===== src/hw/rtl/olist_pkg.sv =====
// olist_pkg: shared codes, widths and the cell command type of the ordered list engine.
// Depends on nothing; every other file of the block imports it.
package olist_pkg;

   // Default sizes, handed to the top level parameters
   localparam int DEF_CAPACITY   = 16;
   localparam int DEF_DATA_WIDTH = 32;

   // Fixed widths of the beat fields
   localparam int MODE_WIDTH   = 2;
   localparam int VALUE_WIDTH  = 32;
   localparam int STATUS_WIDTH = 3;

   // Operation codes on the request channel
   localparam logic [MODE_WIDTH-1:0] MODE_APPEND  = 2'd0;
   localparam logic [MODE_WIDTH-1:0] MODE_PREPEND = 2'd1;
   localparam logic [MODE_WIDTH-1:0] MODE_REMOVE  = 2'd2;
   localparam logic [MODE_WIDTH-1:0] MODE_READ    = 2'd3;

   // Status codes on the response channel
   localparam logic [STATUS_WIDTH-1:0] STAT_ADDED     = 3'd0;
   localparam logic [STATUS_WIDTH-1:0] STAT_REMOVED   = 3'd1;
   localparam logic [STATUS_WIDTH-1:0] STAT_NOT_FOUND = 3'd2;
   localparam logic [STATUS_WIDTH-1:0] STAT_EMPTY     = 3'd3;
   localparam logic [STATUS_WIDTH-1:0] STAT_FULL      = 3'd4;
   localparam logic [STATUS_WIDTH-1:0] STAT_ENTRY     = 3'd5;

   // Cell operations
   localparam logic [2:0] CELL_HOLD   = 3'd0; // keep contents
   localparam logic [2:0] CELL_WRITE  = 3'd1; // selected cell loads the new value
   localparam logic [2:0] CELL_PUSH   = 3'd2; // every cell takes its left neighbour
   localparam logic [2:0] CELL_PULL   = 3'd3; // every cell takes its right neighbour
   localparam logic [2:0] CELL_ROTATE = 3'd4; // pull, selected cell takes the head

   typedef struct packed {
      logic [2:0] op;
      logic       hit;   // this cell is the one selected
   } cell_cmd_type;

endpackage


===== src/hw/rtl/olist_if.sv =====
// olist_req_if and olist_rsp_if: valid/ready channels of the ordered list engine.
// Depends on olist_pkg for the field widths.
interface olist_req_if import olist_pkg::*; ();
   logic                          valid;
   logic                          ready;
   logic [MODE_WIDTH-1:0]         mode;
   logic signed [VALUE_WIDTH-1:0] value;

   modport source (output valid, output mode, output value, input ready);
   modport sink   (input valid, input mode, input value, output ready);
endinterface

interface olist_rsp_if import olist_pkg::*; ();
   logic                          valid;
   logic                          ready;
   logic [STATUS_WIDTH-1:0]       status;
   logic signed [VALUE_WIDTH-1:0] entry_value;
   logic                          last;

   modport source (output valid, output status, output entry_value, output last, input ready);
   modport sink   (input valid, input status, input entry_value, input last, output ready);
endinterface


===== src/hw/rtl/olist_cell.sv =====
// olist_cell: one list slot, loading from its neighbours, the head or the new value.
// Depends on olist_pkg for the cell operation codes.
module olist_cell import olist_pkg::*; #(
   parameter int DATA_WIDTH = DEF_DATA_WIDTH
) (
   input  logic                  clock,
   input  cell_cmd_type          cmd,
   input  logic [DATA_WIDTH-1:0] load_data,
   input  logic [DATA_WIDTH-1:0] prev_data,
   input  logic [DATA_WIDTH-1:0] next_data,
   input  logic [DATA_WIDTH-1:0] head_data,
   output logic [DATA_WIDTH-1:0] data_out
);

   logic [DATA_WIDTH-1:0] data_ff;
   logic [DATA_WIDTH-1:0] data_in;

   // next contents
   always_comb begin
      case (cmd.op)
         CELL_WRITE:  data_in = cmd.hit ? load_data : data_ff;
         CELL_PUSH:   data_in = prev_data;
         CELL_PULL:   data_in = next_data;
         CELL_ROTATE: data_in = cmd.hit ? head_data : next_data;
         default:     data_in = data_ff;
      endcase
   end

   // payload, no reset
   always_ff @(posedge clock) begin
      data_ff <= data_in;
   end

   assign data_out = data_ff;

endmodule


===== src/hw/rtl/ordered_list_engine.sv =====
// ordered_list_engine: bounded ordered list kept in a row of olist_cell slots.
// Depends on olist_pkg, olist_req_if / olist_rsp_if and olist_cell.
//
//   channel   dir  fields                          beat taken when
//   req_chan  in   mode, value                     valid && ready
//   rsp_chan  out  status, entry_value, last       valid && ready
//
// Append and prepend do not scan: the chain shifts or loads in parallel.
// Remove rotates the list once through cell 0, the first match being dropped
// on the way. Read out gives count beats, one per cycle while rsp_chan is
// ready, each rotating the list by one through cell 0.
// A new request is taken only with the engine idle and the response register
// free or being emptied. Reset clears the entry count and the control state;
// the cell contents are left as they are.
module ordered_list_engine import olist_pkg::*; #(
   parameter int CAPACITY   = DEF_CAPACITY,
   parameter int DATA_WIDTH = DEF_DATA_WIDTH
) (
   input logic         clock,
   input logic         reset,
   olist_req_if.sink   req_chan,
   olist_rsp_if.source rsp_chan
);

   localparam int CNT_W = $clog2(CAPACITY + 1);
   localparam int IDX_W = $clog2(CAPACITY);
   localparam int EXT_W = DATA_WIDTH + VALUE_WIDTH;
   localparam logic [CNT_W-1:0] CAP_CNT = CNT_W'(CAPACITY);

   localparam logic [1:0] ST_IDLE = 2'd0;
   localparam logic [1:0] ST_SCAN = 2'd1;
   localparam logic [1:0] ST_DUMP = 2'd2;

   // value field to stored width, zero extended or truncated
   function automatic logic [DATA_WIDTH-1:0] to_key(input logic [VALUE_WIDTH-1:0] v);
      logic [EXT_W-1:0] t;
      t = EXT_W'(v);
      return t[DATA_WIDTH-1:0];
   endfunction

   // stored width back to the value field
   function automatic logic [VALUE_WIDTH-1:0] to_value(input logic [DATA_WIDTH-1:0] d);
      logic [EXT_W-1:0] t;
      t = EXT_W'(d);
      return t[VALUE_WIDTH-1:0];
   endfunction

   logic [1:0]              state_ff,  state_in;
   logic [CNT_W-1:0]        count_ff,  count_in;
   logic [CNT_W-1:0]        steps_ff,  steps_in;
   logic                    found_ff,  found_in;
   logic [DATA_WIDTH-1:0]   key_ff,    key_in;
   logic                    rsp_valid_ff,  rsp_valid_in;
   logic [STATUS_WIDTH-1:0] rsp_status_ff, rsp_status_in;
   logic [VALUE_WIDTH-1:0]  rsp_value_ff,  rsp_value_in;
   logic                    rsp_last_ff,   rsp_last_in;

   logic                    take_rsp;
   logic                    accept;
   logic                    full;
   logic                    empty;
   logic                    drop;
   logic [DATA_WIDTH-1:0]   req_key;
   logic [DATA_WIDTH-1:0]   head;
   logic [CNT_W-1:0]        count_dec;
   logic [IDX_W-1:0]        tail_idx;
   logic [IDX_W-1:0]        sel;
   logic [2:0]              op;
   logic [DATA_WIDTH-1:0]   cell_data [CAPACITY];
   cell_cmd_type            cell_cmd  [CAPACITY];

   // handshake
   assign take_rsp       = !rsp_valid_ff || rsp_chan.ready;
   assign req_chan.ready = (state_ff == ST_IDLE) && take_rsp;
   assign accept         = req_chan.valid && req_chan.ready;

   assign req_key   = to_key(req_chan.value);
   assign head      = cell_data[0];
   assign full      = (count_ff == CAP_CNT);
   assign empty     = (count_ff == '0);
   assign count_dec = count_ff - 1'b1;
   assign tail_idx  = count_dec[IDX_W-1:0];
   assign drop      = !found_ff && (head == key_ff);

   // sequencer
   always_comb begin
      state_in      = state_ff;
      count_in      = count_ff;
      steps_in      = steps_ff;
      found_in      = found_ff;
      key_in        = key_ff;
      rsp_valid_in  = rsp_valid_ff && !rsp_chan.ready;
      rsp_status_in = rsp_status_ff;
      rsp_value_in  = rsp_value_ff;
      rsp_last_in   = rsp_last_ff;
      op            = CELL_HOLD;
      sel           = '0;

      case (state_ff)
         ST_IDLE: begin
            if (accept) begin
               rsp_value_in = to_value(req_key);
               rsp_last_in  = 1'b1;
               case (req_chan.mode)
                  MODE_APPEND, MODE_PREPEND: begin
                     rsp_valid_in = 1'b1;
                     if (full) begin
                        rsp_status_in = STAT_FULL;
                     end else begin
                        rsp_status_in = STAT_ADDED;
                        count_in      = count_ff + 1'b1;
                        op  = (req_chan.mode == MODE_APPEND) ? CELL_WRITE : CELL_PUSH;
                        sel = count_ff[IDX_W-1:0];
                     end
                  end
                  MODE_REMOVE: begin
                     if (empty) begin
                        rsp_valid_in  = 1'b1;
                        rsp_status_in = STAT_EMPTY;
                     end else begin
                        state_in = ST_SCAN;
                        steps_in = count_ff;
                        found_in = 1'b0;
                        key_in   = req_key;
                     end
                  end
                  default: begin
                     if (empty) begin
                        rsp_valid_in  = 1'b1;
                        rsp_status_in = STAT_EMPTY;
                        rsp_value_in  = '0;
                     end else begin
                        state_in = ST_DUMP;
                        steps_in = count_ff;
                     end
                  end
               endcase
            end
         end

         // one head per cycle: drop the first match, otherwise wrap it to the tail
         ST_SCAN: begin
            steps_in = steps_ff - 1'b1;
            if (drop) begin
               op       = CELL_PULL;
               count_in = count_dec;
               found_in = 1'b1;
            end else begin
               op  = CELL_ROTATE;
               sel = tail_idx;
            end
            if (steps_ff == CNT_W'(1)) begin
               state_in      = ST_IDLE;
               rsp_valid_in  = 1'b1;
               rsp_status_in = (found_ff || drop) ? STAT_REMOVED : STAT_NOT_FOUND;
               rsp_value_in  = to_value(key_ff);
               rsp_last_in   = 1'b1;
            end
         end

         // one beat per free response slot, list rotates back into place
         ST_DUMP: begin
            if (take_rsp) begin
               rsp_valid_in  = 1'b1;
               rsp_status_in = STAT_ENTRY;
               rsp_value_in  = to_value(head);
               rsp_last_in   = (steps_ff == CNT_W'(1));
               op            = CELL_ROTATE;
               sel           = tail_idx;
               steps_in      = steps_ff - 1'b1;
               if (steps_ff == CNT_W'(1)) begin
                  state_in = ST_IDLE;
               end
            end
         end

         default: begin
            state_in = ST_IDLE;
         end
      endcase
   end

   // control registers
   always_ff @(posedge clock) begin
      if (reset) begin
         state_ff     <= ST_IDLE;
         count_ff     <= '0;
         steps_ff     <= '0;
         found_ff     <= 1'b0;
         rsp_valid_ff <= 1'b0;
      end else begin
         state_ff     <= state_in;
         count_ff     <= count_in;
         steps_ff     <= steps_in;
         found_ff     <= found_in;
         rsp_valid_ff <= rsp_valid_in;
      end
   end

   // payload registers
   always_ff @(posedge clock) begin
      key_ff        <= key_in;
      rsp_status_ff <= rsp_status_in;
      rsp_value_ff  <= rsp_value_in;
      rsp_last_ff   <= rsp_last_in;
   end

   assign rsp_chan.valid       = rsp_valid_ff;
   assign rsp_chan.status      = rsp_status_ff;
   assign rsp_chan.entry_value = rsp_value_ff;
   assign rsp_chan.last        = rsp_last_ff;

   // chain of cells
   for (genvar i = 0; i < CAPACITY; i++) begin : g_cell
      logic [DATA_WIDTH-1:0] prev_d;
      logic [DATA_WIDTH-1:0] next_d;

      assign cell_cmd[i].op  = op;
      assign cell_cmd[i].hit = (sel == IDX_W'(i));

      if (i == 0) begin : g_first
         assign prev_d = req_key;
      end else begin : g_mid
         assign prev_d = cell_data[i-1];
      end

      if (i == CAPACITY - 1) begin : g_end
         assign next_d = cell_data[i];
      end else begin : g_inner
         assign next_d = cell_data[i+1];
      end

      olist_cell #(
         .DATA_WIDTH (DATA_WIDTH)
      ) u_cell (
         .clock     (clock),
         .cmd       (cell_cmd[i]),
         .load_data (req_key),
         .prev_data (prev_d),
         .next_data (next_d),
         .head_data (head),
         .data_out  (cell_data[i])
      );
   end

   // checks
   a_count_bound: assert property (@(posedge clock) disable iff (reset)
      count_ff <= CAP_CNT)
      else $error("entry count above capacity");

   a_scan_quiet: assert property (@(posedge clock) disable iff (reset)
      (state_ff == ST_SCAN) |-> !rsp_valid_ff)
      else $error("response pending during remove scan");

   a_dump_keeps_count: assert property (@(posedge clock) disable iff (reset)
      (state_ff == ST_DUMP) |=> (count_ff == $past(count_ff)))
      else $error("read out changed the entry count");

   a_prepend_grows: assert property (@(posedge clock) disable iff (reset)
      (accept && (req_chan.mode == MODE_PREPEND) && !full)
      |=> (count_ff == $past(count_ff) + 1'b1))
      else $error("prepend did not grow the list");

endmodule


===== src/flat_wrapper.sv =====
// flat-port wrapper written by rule: the top's interface ports become plain ports
module ordered_list_engine_flat import olist_pkg::*;
#(
   parameter int CAPACITY   = DEF_CAPACITY,
   parameter int DATA_WIDTH = DEF_DATA_WIDTH
)
  (clock, reset, req_chan_valid, req_chan_mode, req_chan_value, req_chan_ready, rsp_chan_valid, rsp_chan_status, rsp_chan_entry_value, rsp_chan_last, rsp_chan_ready);
  olist_req_if req_chan_i ();
  olist_rsp_if rsp_chan_i ();
  input logic clock;
  input logic reset;
  input wire logic [$bits(req_chan_i.valid)-1:0] req_chan_valid;
  input wire logic [$bits(req_chan_i.mode)-1:0] req_chan_mode;
  input wire logic [$bits(req_chan_i.value)-1:0] req_chan_value;
  output wire logic [$bits(req_chan_i.ready)-1:0] req_chan_ready;
  output wire logic [$bits(rsp_chan_i.valid)-1:0] rsp_chan_valid;
  output wire logic [$bits(rsp_chan_i.status)-1:0] rsp_chan_status;
  output wire logic [$bits(rsp_chan_i.entry_value)-1:0] rsp_chan_entry_value;
  output wire logic [$bits(rsp_chan_i.last)-1:0] rsp_chan_last;
  input wire logic [$bits(rsp_chan_i.ready)-1:0] rsp_chan_ready;
  assign req_chan_i.valid = req_chan_valid;
  assign req_chan_i.mode = req_chan_mode;
  assign req_chan_i.value = req_chan_value;
  assign req_chan_ready = req_chan_i.ready;
  assign rsp_chan_valid = rsp_chan_i.valid;
  assign rsp_chan_status = rsp_chan_i.status;
  assign rsp_chan_entry_value = rsp_chan_i.entry_value;
  assign rsp_chan_last = rsp_chan_i.last;
  assign rsp_chan_i.ready = rsp_chan_ready;
  ordered_list_engine #(.CAPACITY(CAPACITY), .DATA_WIDTH(DATA_WIDTH)) u_core (.clock(clock), .reset(reset), .req_chan(req_chan_i), .rsp_chan(rsp_chan_i));
endmodule

===== config.mk =====
export PLATFORM = sky130hd
export DESIGN_NAME = ordered_list_engine_flat
export DESIGN_NICKNAME = d
export VERILOG_FILES = /design/src/hw/rtl/olist_pkg.sv /design/src/hw/rtl/olist_if.sv /design/src/hw/rtl/olist_cell.sv /design/src/hw/rtl/ordered_list_engine.sv /design/src/flat_wrapper.sv
export SDC_FILE = /design/constraint.sdc
export NUM_CORES = 1
export LEC_CHECK = 0
export BUFFER_PORTS_ARGS = -buffer_cell sky130_fd_sc_hd__buf_2
export CAP_MARGIN = 40
export CORE_UTILIZATION = 30
export CTS_CLUSTER_DIAMETER = 120
export DETAILED_ROUTE_END_ITERATION = 8
export PLACE_DENSITY = 0.45
export SYNTH_ARGS = -nofsm -noshare
export SYNTH_HDL_FRONTEND = slang
export SYNTH_SLANG_ARGS = --single-unit

===== constraint.sdc =====
create_clock -name clock -period 5.5 [get_ports clock]
set_input_delay 0.55 -clock clock [delete_from_list [all_inputs] [get_ports clock]]
set_output_delay 0.55 -clock clock [all_outputs]
set_load 0.1 [all_outputs]

### Word-level counts from Yosys, hierarchy flattened

Index checks and enable logic that the tools add are counted.

| word-level totals | value |
|---|---|
| register bits | 594 |
| input port bits | 38 |
| output and inout bits | 38 |
| word-level logic and storage cells | 232 |

| cells by class | value |
|---|---|
| $add $sub $neg | 3 |
| equal/unequal tests | 54 |
| multiplexer cells | 107 |
| bitwise logic cells | 1 |
| reductions and logical operators | 42 |

Operators with widths:

| cell | count |
|---|---|
| $pmux W32 S4 | 15 |
| $mux W32 | 37 |
| $pmux W32 S3 | 2 |
| $ne A2 B2 Y1 const B | 23 |
| $mux W5 | 8 |
| $mux W3 | 11 |
| $eq A32 B32 Y1 | 1 |
| $eq A4 B4 Y1 const B | 8 |
| $reduce_and A2 Y1 | 14 |
| $mux W4 | 5 |
| $reduce_and A5 Y1 | 4 |
| $pmux W3 S3 | 2 |
| $eq A4 B3 Y1 const B | 4 |
| $pmux W5 S3 | 1 |
| $mux W2 | 7 |
| $mux W1 | 12 |
| $pmux W4 S3 | 1 |
| $reduce_and A4 Y1 | 3 |
| $pmux W5 S2 | 1 |
| $sub A5 B1 Y5 const B | 2 |
| $eq A4 B2 Y1 const B | 2 |
| $ne A2 B1 Y1 const B | 4 |
| $eq A3 B2 Y1 const B | 2 |
| $pmux W1 S3 | 2 |
| 25 further kinds | 36 |

### Depth between registers and ports, before layout

Gate-level depths: netlist of the first run.

| logic depth | value |
|---|---|
| depth after elaboration | 9 |
| depth in mapped cells | 15 |
| depth with buffers taken out | 10 |

### Cells and area by module

Synthesis of the first run repeated with hierarchy kept, for this count alone.

| second synthesis, totals | value |
|---|---|
| cells, all modules | 3892 |
| area total of the unflattened synthesis | 41360.9 um^2 |

By module, submodules not included:

| module | times used | cells each | area an instance (um^2) | seq. area each (um^2) |
|---|---|---|---|---|
| olist_cell | 16 | 219 | 2312.2 | 960.9 |
| ordered_list_engine | 1 | 388 | 4365.4 | 2322.2 |

### Least setup slack after synthesis of the first run

No wires, ideal clock.

| path | value |
|---|---|
| path type | flip-flop to flip-flop |
| start point | reg u_core.count_ff[0] |
| end point | reg u_core.g_cell[0].u_cell.data_ff[0], enable pin |
| library setup time | 0.474 ns |
| data arrival time | 4.950 ns |
| required time | 5.026 ns |
| path slack | 0.075 ns |
| stages on the path, launching flop included | 12 |
| buffers on the path | 4 |
| period minus slack after synthesis | 5.425 ns |
| path through | dfxtp_1 > clkbuf_1 > inv_1 > ha_1 > and4bb_1 > or4_1 > buf_2 > buf_2 > nand4_1 > buf_2 > nor2_1 > a221oi_1 |

| between the ends | value |
|---|---|
| word-level cells in the longest chain between the ends | 8 |
| elaborated cells on any way between the ends | 21 |
| those cells by class | 1 x add/sub; 7 x eq/ne; 10 x mux; 3 x reduce/logical |

Ends and longest elaborated chain:

| what | RTL line | RTL |
|---|---|---|
| from (decl) | ordered_list_engine.sv:49 | `logic [CNT_W-1:0] count_ff, count_in;` |
| from (signal assigned) | ordered_list_engine.sv:193 | `count_ff <= count_in;` |
| parallel branches: the longest is 7 deep, another holds $sub A5 B1 Y5 | n/a |  |
| $reduce_and A3 Y1 (no source line) (*) | n/a |  |
| to (signal assigned) | olist_cell.sv:31 | `data_ff <= data_in;` |
| to (decl) | olist_cell.sv:15 | `logic [DATA_WIDTH-1:0] data_ff;` |

Every way passes the cells marked *.
A chain may end at the register's enable or synchronous reset.

### Worst setup path after layout of the first run

| path | value |
|---|---|
| start point | reg u_core.g_cell[0].u_cell.data_ff[1] |
| end point | reg u_core.g_cell[11].u_cell.data_ff[20] (data pin) |

| between the ends | value |
|---|---|
| word-level cells in the longest chain between the ends | 7 |
| elaborated cells on any way between the ends | 13 |
| those cells by class | 6 x eq/ne; 6 x mux; 1 x reduce/logical |

Ends and longest elaborated chain:

| what | RTL line | RTL |
|---|---|---|
| $eq A32 B32 Y1 (*) | ordered_list_engine.sv:83 | `assign drop = !found_ff && (head == key_ff);` |
| $logic_and A1 B1 Y1 (*) | ordered_list_engine.sv:83 |  |
| $mux W4 | ordered_list_engine.sv:144 | `if (drop) begin` |
| $pmux W4 S3 | ordered_list_engine.sv:99 | `case (state_ff)` |
| $eq A4 B4 Y1 | ordered_list_engine.sv:219 | `assign cell_cmd[i].hit = (sel == IDX_W'(i));` |
| $mux W32 | olist_cell.sv:24 | `CELL_ROTATE: data_in = cmd.hit ? head_data : next_data;` |
| $pmux W32 S4 (*) | olist_cell.sv:20 | `case (cmd.op)` |
| named net u_core.g_cell[11].u_cell.data_in[20] | olist_cell.sv:16 | `logic [DATA_WIDTH-1:0] data_in;` |
| to (signal assigned) | olist_cell.sv:31 |  |
| to (decl) | olist_cell.sv:15 |  |

Mark *: on every way through the listed nets, which the timed path passes. The rest lies on a longest branch.

==> results of run 1 <==
-- worst register-to-register path, stage by stage, from the launching register on --
cell	delay, ns
edfxtp_1	0.59
xnor2_1	0.42
nand4_1	0.50
nor4_4	0.79
a31oi_1	0.27
buf_4	0.25
mux2i_1	0.18
and3_2	0.41
or4_2	0.91
buf_12	0.28
o221ai_1	0.24
-- registers in the layout (all words and copies together) (netlist names) --
signal and count:
u_core.state_ff 2, u_core.rsp_chan.last 1, u_core.key_ff 32, u_core.rsp_chan.valid 1, u_core.rsp_chan.entry_value 32, u_core.g_cell.u_cell.data_out 512, u_core.found_ff 1, u_core.rsp_chan.status 3
u_core.count_ff 5, u_core.steps_ff 5
-- metal layers --
| metal | vias to the layer above | GRT usage | share of wire |
|---|---|---|---|
| li1 | 11732 | - | - |
| met1 | 14638 | 0.332 | 0.42 |
| met3 | 240 | 0.0467 | 0.092 |
| met4 | 6 | 0.0830 | 0.031 |
| met5 | - | 0 | 0.00029 |
| met2 | 1762 | 0.382 | 0.46 |
-- final timing paths --
kind	from	endpoint	slack, ns	cells past startpoint
min	req_chan_value[4]	u_core.key_ff[4]	0.17	1
min reg2reg	u_core.state_ff[0]	u_core.state_ff[0]	0.53	2
max reg2reg	u_core.g_cell[0].u_cell.data_out[1]	u_core.g_cell[11].u_cell.data_out[20]	0.47	10
max	u_core.g_cell[0].u_cell.data_out[1]	u_core.g_cell[11].u_cell.data_out[20]	0.47	10
-- power breakdown --
group	internal (mW)	switching, mW	leakage, nW
combinational	1.19	2.89	5.02
clock	2.84	2.06	1.14
sequential	6.07	0.655	5.56
-- final cells by class --
type	count	area, sq um	area share
repair buffers	204	1760	0.0465
inverters	115	432	0.0114
flip-flops and latches	594	17700	0.467
clock inverters	43	424	0.0112
clock buffers	86	1900	0.0501
multi-input cells	1748	13800	0.365
well taps	1476	1850	0.0488
-- logic make-up after synthesis --
| kind of cell | Yosys count | share of synthesized area |
|---|---|---|
| compound gates | 1249 | 0.298 |
| xor+xnor | 34 | 0.00896 |
| fa+ha+maj | 9 | 0.00339 |
| buf+inv | 501 | 0.0627 |
| flops | 594 | 0.532 |
| mux | 163 | 0.0503 |
| simple gates | 293 | 0.0442 |
-- layout by cell type (no fill, tap or decap), types with 4 or more instances in the layout --
master / n
a211oi_1: 6
a21o_1: 33
a21oi_1: 19
a21oi_4: 13
a221o_1: 97
a221oi_1: 384
a222oi_1: 32
a22oi_1: 5
and3_1: 34
buf_12: 31
buf_2: 76
buf_4: 94
bufinv_16: 8
clkbuf_1: 12
clkbuf_16: 74
clkinv_1: 13
clkinv_2: 18
dfxtp_1: 14
edfxtp_1: 580
ha_1: 9
inv_1: 113
mux2_2: 32
mux2i_1: 131
nand2_1: 123
nand2b_2: 5
nand3_1: 38
nand4_1: 11
nor2_1: 30
nor2_4: 7
nor3_1: 4
o211ai_1: 449
o21ai_0: 52
o21ai_1: 88
o221ai_1: 32
or3_1: 7
xnor2_1: 34
==> run metrics, run 1 <==
status completed; clock skew 0.0307 ns; H-tree lvl count 3; Req. time, crit path ~6.0 ns; WL final 141000 um; LEAKAGE between 10 and 15 nW; Final Worst Setup Slack approximately 0.47 ns; Final Util 0.346; antenna-violating nets left 0; die height 335 um; CP max stage cell or4_2; worst hold path class input pin to register; Via density 6.65; Port Buf Inserts 75; GRT overflow 0; RSZ-0062 raised after global routing false; Peak VDD IR 0.191 mV; design area 37900 sq um; cell count after placement approximately 4100; leading area contributor after synthesis edfxtp_1; Initial Util 0.304; DR DRC count 0; Die Area 112000 sq um; Synth top cells by count edfxtp_1 (580), o211ai_1 (449), a221oi_1 (385); DR iter-0 viols 4122; TritonCTS Buffers 72; CP Launch Type register; num ports 76; Crit Path Category register to register; FFs w/ async S/R, synth 0; CP endpoint kind register; Period minus WS final 5.03 ns; largest net degree at the start of global routing 181; Max Slew Vio Count 0; Top delay family on crit path simple AND/OR/NAND/NOR gates; Buf/Inv on CP 2; fillers 10704; max cap viols 0; worst slew pin tran 1.11 ns; Die Width approximately 330 um; top cell type's share of synthesized area 0.524; setup TNS 0 ns; Syn Nets 2890; hold buffers post-CTS 0; CP cell instances xnor2_1 -> nand4_1 -> nor4_4 -> a31oi_1 -> buf_4 -> mux2i_1 -> and3_2 -> or4_2 -> buf_12 -> o221ai_1; clk sinks 594; Setup WS pre-CTS about 0.53 ns; DRT Pass-1 Iters 8; Synth cell types between 70 and 80; area post-placement 35600 sq um; hpwl dp about 81000 um; Max Buffers Root-to-Sink 3; syn avg cell area ~12 sq um; CTS root buffer clkbuf_16; DR WL/cell 33.0 um; fin crit share 0.914; global-route wire length before repair roughly 200000 um; Post-Syn Instances ~2800; Main synth FF type edfxtp_1; Inserted Diodes 0; vias in the first global route ~27000; PD cells 415 nW/um^2; via count 28378; mapped cell area 33200 sq um; Synth warnings 0; Crit path largest cell delay 0.90 ns; antenna violations before repair 4; Clk Latency, worst-skew pair 0.64 ns; final hold slack 0.175 ns; Final setup viols 0; Tot Pwr 15.7 mW; CP max FO 24; share of layout cells above drive strength 1 0.144; CTS tree done; core area 109000 sq um; Synth Register Bits approximately 590; GRT Resource Usage Total 0.243; Post-Layout Cell Count 4266; CTS resizes 0; top cells by area, synth edfxtp_1 (52%), a221oi_1 (10%), o211ai_1 (10%); CTS clk-pin slew, worst paths around 0.060 ns; relative slew slack 0.262; Seq/Total Area, Yosys 0.532; number of flops mapped to enable cells by yosys 580; gpl congestion 0.809; CP arrival 5.48 ns; final hold violation count 0; Max Clk Rate 0.199 GHz; Post-CTS Setup Inserts 0; Final #Nets 2782; most frequent cell after synthesis edfxtp_1; Layout area overhead 14.0%; Rows 121
(Power assumes the default switching activity.)
==> inputs of run 2 (changes only) <==
==> constraint.sdc (replaced) <==
create_clock -name clock -period 4.6 [get_ports clock]
set_input_delay 0.46 -clock clock [delete_from_list [all_inputs] [get_ports clock]]
set_output_delay 0.46 -clock clock [all_outputs]
set_load 0.1 [all_outputs]
==> run 2 against run 1 <==
Die area unchanged. Global-route usage rose by 0.13 points. Worst setup slack lost 0.11 ns. Register-to-register slack got worse by 0.11 ns. Sequential share of layout area is 2.7 points lower. Count of clock-buffer cells in the layout increased by 9. Wire length is 0.17% lower. Combinational power is 33% higher. Critical path depth grew 1. Clock skew up 0.0088 ns. Cell count rose by 4.9%. Critical path type unchanged. Critical endpoint is now u_core.g_cell[7].u_cell.data_out[2]. Highest routed layer is now met4.
==> run metrics, run 2 (synthesis gave the netlist of run 1 again) <==
status completed; Layout area overhead 20.9%; CP arrival 4.53 ns (-0.95 ns); CP cell instances xnor2_1 -> nand4_1 -> nor4_4 -> buf_4 -> nand3_1 -> mux2i_1 -> nand2_1 -> o2111ai_4 -> buf_12 -> a21oi_4 -> buf_4; Initial Util 0.304 (unchanged); CP max FO 11 (-54%); Crit Path Category register to register; DR WL/cell 31.4 um (-4.8%); num ports 76 (unchanged); Port Buf Inserts 75 (unchanged); clock share of power 0.305 (-0.007); sequential share of power 0.413 (-0.015); Max Clk Rate 0.236 GHz (+19%); Via density 6.51 (-2.2%); Switch Pwr 6.73 mW (+20%); WL final 141000 um (-0.17%); setup TNS 0 ns (unchanged); fillers 10572 (-1.2%); fin crit share 0.920 (+0.00600); area post-placement 37800 sq um (+6.3%); GRT overflow 0 (unchanged); Tot Pwr 19.3 mW (+23%); LEAKAGE 13.0 nW (+11%); CTS tree done; Max Buffers Root-to-Sink 3 (unchanged); core area 109000 sq um (unchanged); Top delay family on crit path simple AND/OR/NAND/NOR gates; DR iter-0 viols 4562 (+11%); Largest register FFs 512 (unchanged); CP max stage cell edfxtp_1; PD cells 479 nW/um^2 (+16%); antenna-violating nets left 0 (unchanged); die height 335 um (unchanged); H-tree lvl count 3 (unchanged); largest net degree at the start of global routing 125 (-31%); switching share of total power 0.350 (-0.00753); Clk Latency, worst-skew pair 0.65 ns (about the same); most frequent cells in the layout edfxtp_1 (580), o211ai_1 (449), a221oi_1 (384); Rows 121 (unchanged); Final Util 0.368 (+0.0212); TritonCTS Buffers 75 (+4.2%); hold buffers post-CTS 0 (unchanged); worst hold path class input pin to register; max cap viols 0 (unchanged); clock skew 0.0395 ns (+0.00880 ns); worst slew pin tran 1.03 ns (-0.0767 ns); Max Slew Vio Count 0 (unchanged); RSZ-0062 raised after global routing false; hpwl dp 89000 um (+11%); Buf/Inv on CP 3 (+1); commonest non-fill, non-tap cell in the layout edfxtp_1; Period minus WS final 4.23 ns (-0.795 ns); CP endpoint kind register; Die Area 112000 sq um (unchanged); Die Width 335 um (unchanged); clk sinks 594 (unchanged); combinational share of power 0.282 (+0.022); share of layout cells above drive strength 1 0.200 (+0.0564); vias in the first global route 27840 (+3.8%); gpl congestion 0.883 (+9.1%); Post-CTS Setup Inserts 0 (unchanged); Power Internal 12.5 mW (+24%); CP most frequent cell buf_4; global-route wire length before repair 202000 um (+0.95%); final hold violation count 0 (unchanged); design area 40200 sq um (+6.1%); Final setup viols 0 (unchanged); CTS clk-pin slew, worst paths 0.06 ns (about the same); relative slew slack 0.313 (+0.0511); r2r setup slk 0.37 ns (-0.11 ns); CTS resizes 0 (unchanged); antenna violations before repair 2 (-2); GRT Resource Usage Total 0.244 (+0.00126); Peak VDD IR 0.270 mV (+42%); DR DRC count 0 (unchanged); DRT Pass-1 Iters 8 (unchanged); via count 29128 (+2.6%); Req. time, crit path 4.90 ns (-1.05 ns); Crit path largest cell delay 0.60 ns (-0.30 ns); CTS root buffer clkbuf_16; CP Launch Type register; Final #Nets 2988 (+7.4%)
[run 2: changes by cell type in the layout (fill, tap and decap cells not counted), sizes merged, moves of 2 or more]
| cell | previous run | this run |
|---|---|---|
| bufinv | 8 | 6 |
| clkinvlp | 2 | 0 |
| clkbuf | 86 | 95 |
| buf | 204 | 407 |
[run 2: worst paths after layout]
kind                                             from                             endpoint  cells past startpoint
setup / recovery  u_core.g_cell[0].u_cell.data_out[8]  u_core.g_cell[7].u_cell.data_out[2]                     11
hold / removal                     req_chan_value[31]                    u_core.key_ff[31]                      1
setup reg to reg  u_core.g_cell[0].u_cell.data_out[8]  u_core.g_cell[7].u_cell.data_out[2]                     11
hold reg to reg                    u_core.state_ff[0]                   u_core.state_ff[0]                      2
[run 2: power groups by stage]
stage | logic [mW] | registers [mW] | clock network [mW]
after floorplan | 2.64 | 8.22 | 0
after global placement | 5.25 | 8.00 | 0
after detailed placement | 5.36 | 8.02 | 0
after CTS | 5.37 | 7.92 | 6.00
after global routing | 5.70 | 8.04 | 6.19
final | 5.42 | 7.96 | 5.88
[run 2: layout make-up]
| class | instances | area (sq um) | share of cell area |
|---|---|---|---|
| diodes | 1 | 2.50 | 0.0000623 |
| clock buffers | 95 | 2020 | 0.0502 |
| clock inverters | 39 | 359 | 0.00894 |
| inverters | 115 | 432 | 0.0107 |
| multi-input cells | 1748 | 13800 | 0.344 |
| flip-flops and latches | 594 | 17700 | 0.440 |
| well taps | 1476 | 1850 | 0.0460 |
| repair buffers | 407 | 4020 | 0.0999 |
[run 2: worst reg2reg max path, stage by stage, from the launching register on]
cell       delay [ns]
edfxtp_1         0.60
xnor2_1          0.50
nand4_1          0.24
nor4_4           0.58
buf_4            0.24
nand3_1          0.16
mux2i_1          0.16
nand2_1          0.11
o2111ai_4        0.36
buf_12           0.32
a21oi_4          0.28
buf_4            0.31
[run 2: metrics by stage]
stage               hold slack, ns  cells  setup WS (ns)
finish                      0.0860   4475          0.368
floorplan                    0.470   2843        -0.0566
global placement             0.490   4335          0.441
detailed placement           0.498   4339          0.402
CTS                         0.0476   4473          0.360
global route                0.0654   4474          0.335
[run 2: routing by layer]
layer / global-route usage / up-vias / part of all wire
met4: 0.0877 / 0 / 0.033
met1: 0.336 / 14885 / 0.43
met5: 0 / - / 0
met2: 0.385 / 1797 / 0.46
met3: 0.0404 / 277 / 0.084
li1: - / 12169 / -
